**config.mk**
```make
export PLATFORM = sky130hd
export DESIGN_NAME = bptc_div
export DESIGN_NICKNAME = d
export VERILOG_FILES = /design/src/rtl/core/bptc_div.sv
export SDC_FILE = /design/constraint.sdc
export NUM_CORES = 2
export LEC_CHECK = 0
export BUFFER_PORTS_ARGS = -buffer_cell sky130_fd_sc_hd__buf_2
export CAP_MARGIN = 5
export CORE_MARGIN = 2
export CORE_UTILIZATION = 50
export CTS_BUF_LIST = sky130_fd_sc_hd__clkbuf_16
export CTS_CLUSTER_SIZE = 40
export DETAILED_ROUTE_END_ITERATION = 12
export PLACE_DENSITY = 0.75
export SLEW_MARGIN = 5
export SYNTH_ARGS = -nofsm -noshare
export SYNTH_HDL_FRONTEND = slang
export SYNTH_SLANG_ARGS = --single-unit
```
**constraint.sdc**
```tcl
create_clock -name clk_i -period 4.53 [get_ports clk_i]
set_input_delay 0.2265 -clock clk_i [delete_from_list [all_inputs] [get_ports clk_i]]
set_output_delay 0.2265 -clock clk_i [all_outputs]
set_load 0.01 [all_outputs]
```
**src/rtl/core/bptc_div.sv**
```systemverilog
`timescale 1ns / 1ps
// ----------------------------------------------------------------------------
// bptc_div
// Pipelined unsigned restoring divider, one quotient bit per stage.
// ----------------------------------------------------------------------------
module bptc_div #(
  parameter int unsigned W  = 32,
  parameter int unsigned SW = 8
) (
  input  logic          clk_i,
  input  logic          rst_ni,
  input  logic          in_valid_i,
  input  logic [W-1:0]  dividend_i,
  input  logic [W-1:0]  divisor_i,
  input  logic [SW-1:0] side_i,
  output logic          out_valid_o,
  output logic [W-1:0]  quotient_o,
  output logic [SW-1:0] side_o
);

  logic          v_q   [W];
  logic [W-1:0]  rem_q [W];
  logic [W-1:0]  dq_q  [W];
  logic [W-1:0]  dvs_q [W];
  logic [SW-1:0] sd_q  [W];

  for (genvar i = 0; i < W; i++) begin : g_st
    logic          vin;
    logic [W-1:0]  rem_in, dq_in, dvs_in;
    logic [SW-1:0] sd_in;
    logic [W:0]    trial;

    if (i == 0) begin : g_first
      assign vin    = in_valid_i;
      assign rem_in = '0;
      assign dq_in  = dividend_i;
      assign dvs_in = divisor_i;
      assign sd_in  = side_i;
    end else begin : g_next
      assign vin    = v_q[i-1];
      assign rem_in = rem_q[i-1];
      assign dq_in  = dq_q[i-1];
      assign dvs_in = dvs_q[i-1];
      assign sd_in  = sd_q[i-1];
    end

    // sign bit of trial set means the divisor does not fit
    assign trial = {rem_in, dq_in[W-1]} - {1'b0, dvs_in};

    always_ff @(posedge clk_i or negedge rst_ni) begin
      if (!rst_ni) begin
        v_q[i] <= 1'b0;
      end else begin
        v_q[i] <= vin;
      end
    end

    always_ff @(posedge clk_i) begin
      rem_q[i] <= trial[W] ? {rem_in[W-2:0], dq_in[W-1]} : trial[W-1:0];
      dq_q[i]  <= {dq_in[W-2:0], ~trial[W]};
      dvs_q[i] <= dvs_in;
      sd_q[i]  <= sd_in;
    end
  end

  assign out_valid_o = v_q[W-1];
  assign quotient_o  = dq_q[W-1];
  assign side_o      = sd_q[W-1];

endmodule

```
* Word-level counts from Yosys, hierarchy flattened
Memories as Yosys holds them, arrays and structs flattened.
Cells that the tools add are included.
** Storage, ports and cells
- Register bits :: 32
- RAM bits :: 3328
- Input port bits :: 75
- Output and inout bits :: 41
- Logic and storage cells :: 132
- Memories kept :: 4
** Memory list
- dq_q :: depth 32, bits a word 32, rd ports 32, clocked after Yosys merged registers in 0, wr ports 32, line 23 : logic [W-1:0] dq_q [W];
- dvs_q :: depth 32, bits a word 32, rd ports 31, clocked after Yosys merged registers in 0, wr ports 32, line 24 : logic [W-1:0] dvs_q [W];
- rem_q :: depth 32, bits a word 32, rd ports 31, clocked after Yosys merged registers in 0, wr ports 32, line 22 : logic [W-1:0] rem_q [W];
- sd_q :: depth 32, bits a word 8, rd ports 32, clocked after Yosys merged registers in 0, wr ports 32, line 25 : logic [SW-1:0] sd_q [W];
** Operators by class
- $add $sub $neg :: 32
- Multiplexer cells :: 32
- Bitwise operators :: 32
** Operators with widths (number)
- $mux W32 :: 32
- $sub A33 B32 Y33 :: 31
- $sub A1 B32 Y33 :: 1
- $not A1 Y1 :: 32

* Depth between registers and ports, before layout
An unclocked memory read counts as a cell.
- Depth in word-level cells :: 3
- Gate-level depth with buffers :: 16
- Mapped depth without buffers :: 14

* Worst setup path after synthesis
Ideal clock, no wire load.
- Path kind :: register -> register
- Start :: memory dq_q[21][31] (netlist: dq_q[5][63])
- End :: memory rem_q[22][24] (netlist: rem_q[1][216])
- Setup time :: 0.121 ns
- Data arrival time :: 3.429 ns
- Required time :: 4.409 ns
- Path slack :: 0.980 ns
- Stages on the path, launching flop included :: 16
- Path buffers :: 1
- Period minus slack after synthesis :: 3.550 ns
- Cell sequence :: dfxtp_1 > inv_1 > ha_1 > fa_1 > nand2b_1 > a21boi_0 > o21ai_0 > a21oi_1 > a211oi_2 > a31oi_1 > a221oi_2 > o41ai_1 > a21oi_1 > xor2_2 > buf_6 > mux2_2
** RTL lines (line)
- start, declared :: 23
- end, declared :: 22

==> results by group <==
Run status
  • Status: complete, no violations

Floorplanning
  • Core area: around 0.26 sq mm
  • I/O pin count: around 120
  • Starting Density: about half
  • Die area: approximately 0.26 sq mm
  • Die width: just over 500 um
  • Std-Cell Rows: ~190
  • Chip Height: between 500 and 600 um

Global routing
  • Vias in the first global route: 83200
  • Congestion Overflow GR: 0
  • First-pass GRT wire length: 413 mm
  • Pin count of the biggest net entering global routing: 61
  • Overall global routing resource usage: between 10% and 20%
  • Antenna violations before repair: 15

Yosys
  • Xor/xnor share of the synthesized area: 5.63%
  • Post-synth top area share: ~51%
  • Netlist cell types: 97
  • Cell taking the most area after synthesis: dfxtp_1
  • Simple-gate portion of the synthesized area: about 7.7%
  • Top FF cell, synth: dfxtp_1
  • Largest family of logic cells by synthesized area: compound AO/OA/AOI/OAI gates
  • FFs w/ async S/R, synth: 0.971%
  • Yosys warning total: 0
  • Seq cells post-synth: approximately 3300
  • Syn Inst Count: 12300
  • Adder-cell share of the synthesized area: between 10% and 20%
  • Seq/Total Area, Yosys: 51.3%
  • Netlist area before placement: between 0.1 and 0.15 sq mm
  • Largest cells by area after synthesis: dfxtp_1 51%, ha_1 9.6%, mux2_2 5.7%, inv_1 3.6%, xnor2_1 3.4%
  • EDFF count, synth: 0
  • Compound-Gate Fraction of Synth Area: 13.9%
  • Syn Area/Cell: between 10 and 15 sq um
  • Multiplexer area fraction after synthesis: approximately 6.6%

Drt
  • Met1 WL: approximately 110 mm
  • Post-route ant nets: 0
  • Number of DRC markers in iteration 0: approximately 4600
  • Via count: ~85000
  • DRC violations left: 0
  • TritonRoute pass-1 iters: 7
  • Max Used Layer: met5
  • Total wire length: roughly 250 mm
  • Avg WL per Cell: between 15 and 20 um
  • Routed vias/inst: 5.19
  • Met3 WL: slightly below 10 mm
  • Metal2 WL: between 100 and 150 mm

Place
  • Placed Area: ~0.13 sq mm
  • DP HPWL: between 150 and 200 mm
  • DP Worst Slack: approximately 0.25 ns
  • Number of buffers added on ports: roughly 120
  • Placer Congestion: between 0.9 and 1
  • Placed insts: around 16000

Worst setup path
  • Worst setup endpoint: rem_q[0][224]
  • Crit path required time: 5.17 ns
  • Setup crit end kind: register
  • Worst Setup SP: dvs_q[1][64]
  • Setup CP Type: reg -> reg
  • Worst path depth: 13
  • Crit path buffers/inverters: 1
  • Worst path slowest cell: o21ai_0
  • Slowest stage delay, CP: around 0.86 ns
  • FF-to-FF End: rem_q[0][224]
  • Crit-path most repeated cell: o211ai_1
  • Top cell family by delay on the critical path: compound AO/OA/AOI/OAI gates
  • CP max FO: 60
  • Worst Path Arrival: around 5.0 ns
  • Worst R2R Start: dvs_q[1][64]
  • R2R setup slack: 0.14 ns
  • CP Cell Sequence: ha_1, fa_1, nor2b_1, o31ai_1, a21o_1, o221ai_1, o211ai_1, o211ai_1, o211ai_1, a31oi_1, xnor2_2, buf_12, o21ai_0
  • Worst Reg-to-Reg Cells: 13
  • CP startpoint kind: register

Power
  • Peak VDD IR: about 0.90 mV
  • Leak pwr: between 60 and 70 nW
  • Total power: approximately 120 mW
  • Power per cell area: about 850 mW/mm^2

CTS
  • CTS tree: done
  • Root cell of the clock tree: clkbuf_16
  • Worst skew pair latency: 0.89 ns
  • H-tree depth: 5
  • Inserted Clock Buffers: approximately 340
  • Clock Sinks: 3296
  • CTS clock-pin slew for the worst setup and hold paths: approximately 0.060 ns
  • Clk buf depth: 4

Run
  • Max_cap viols: 0

Timing
  • # setup viols final: 0
  • Hold slack: 0.0956 ns
  • Final worst slack: about 0.14 ns
  • Max Fclk: approximately 230 MHz
  • Period utilization: ~97%
  • Min cycle time layout: about 4.4 ns
  • Unrepaired setup endpoints after global routing: no
  • Worst-Margin Slew: approximately 1.2 ns
  • Pins Over Slew Limit: 0
  • Fin. Hold Viols: 0
  • Setup TNS: 0 ns
  • Final Skew: ~0.096 ns
  • Rel. slew slack: 21.2%

Cells and area
  • Fin cells: roughly 16000
  • Final layout net count: 13800
  • Layout area overhead: 13.1%
  • Design Area, Final: around 0.15 sq mm
  • Layout cells sized above 1: about 11%
  • Util after Layout: a little under three fifths

Worst hold path
  • Tightest Hold Check Type: in -> reg
-- cells by family after synthesis --
| family | after synthesis |
|---|---|
| flops | 3296 |
| compound gates | 2828 |
| simple gates | 2070 |
| buf+inv | 1510 |
| fa+ha+maj | 1023 |
| xor+xnor | 819 |
| mux | 756 |
| other cells | 1 |
-- area by class of cell --
type	count	area, sq um
diodes	28	70.1
clock buffers	339	8480
clock inverters	255	2350
fillers	21400	111000
inverters	1223	4590
multi-input cells	7512	57100
flip-flops and latches	3296	66100
well taps	3384	4230
repair buffers	321	2790
-- power breakdown --
| part | switching (mW) | internal, mW |
|---|---|---|
| Clock | 11.3 | 15.7 |
| Combinational | 28.2 | 27.1 |
| Sequential | 4.35 | 37.4 |
| Total | 43.9 | 80.1 |
-- cell usage in the layout, fill, tap and decap left out, types with 58 or more instances in the layout --
master / instances
nand3_1: 170
xnor2_1: 490
mux2_2: 655
o31ai_1: 58
xor2_1: 304
inv_1: 1283
clkbuf_16: 339
o21bai_1: 70
nand2b_1: 121
and3_1: 87
nor2_1: 501
clkinv_1: 63
ha_1: 993
o21ai_0: 654
nand4_1: 94
a21o_1: 455
a31oi_1: 105
o21a_1: 134
dfxtp_1: 3264
nand2_1: 626
a21oi_1: 841
mux2i_1: 68
nor3_1: 98
nor2b_1: 148
buf_2: 115
dlygate4sd3_1: 138
-- what timing repair did --
item / CTS / global route
gates resized for setup: 0 / 1
endpoints found under the hold margin: 122 / 0
setup endpoints to repair: 0 / 30
setup buffers: 0 / 1
hold buffers: 139 / 0
-- Yosys cell counts (all sizes together) (70+ instances only) --
library cell and n:
dfxtp 3264, inv 1223, ha 993, a21oi 845, mux2 688, o21ai 677
nand2 626, xnor2 510, nor2 501, a21o 455, xor2 309, clkbuf 170
nand3 170, nor2b 148, o21a 134, nand2b 121, buf 117, a31oi 106
nor3 100, nand4 94, and3 87, o21bai 70
-- flip-flops by register name (all words and copies together), names as in the netlist --
register / flops
g_st.vin: 31
dq_q: 1024
sd_q: 256
dvs_q: 992
rem_q: 992
out_valid_o: 1
-- metal layers --
| layer | up-vias | GRT usage (%) |
|---|---|---|
| li1 | 43100 | - |
| met1 | 39500 | 22.6 |
| met2 | 1674 | 33.5 |
| met3 | 627 | 2.49 |
| met4 | 6 | 8.05 |
| met5 | - | 0 |
-- how the worst min path moves through the flow --
stage                        start      endpoint  slack [ns]  depth (start not counted)
detailed placement          rst_ni   g_st[4].vin        0.31                          1
finish              dividend_i[22]   dq_q[0][23]         0.1                          2
CTS                  dividend_i[7]    dq_q[0][8]       0.002                          2
global placement            rst_ni   g_st[1].vin        0.28                          1
global route         dividend_i[7]    dq_q[0][8]        0.04                          2
floorplan                   rst_ni  g_st[10].vin       -0.07                          0
Power figures use the tool's default switching activity.
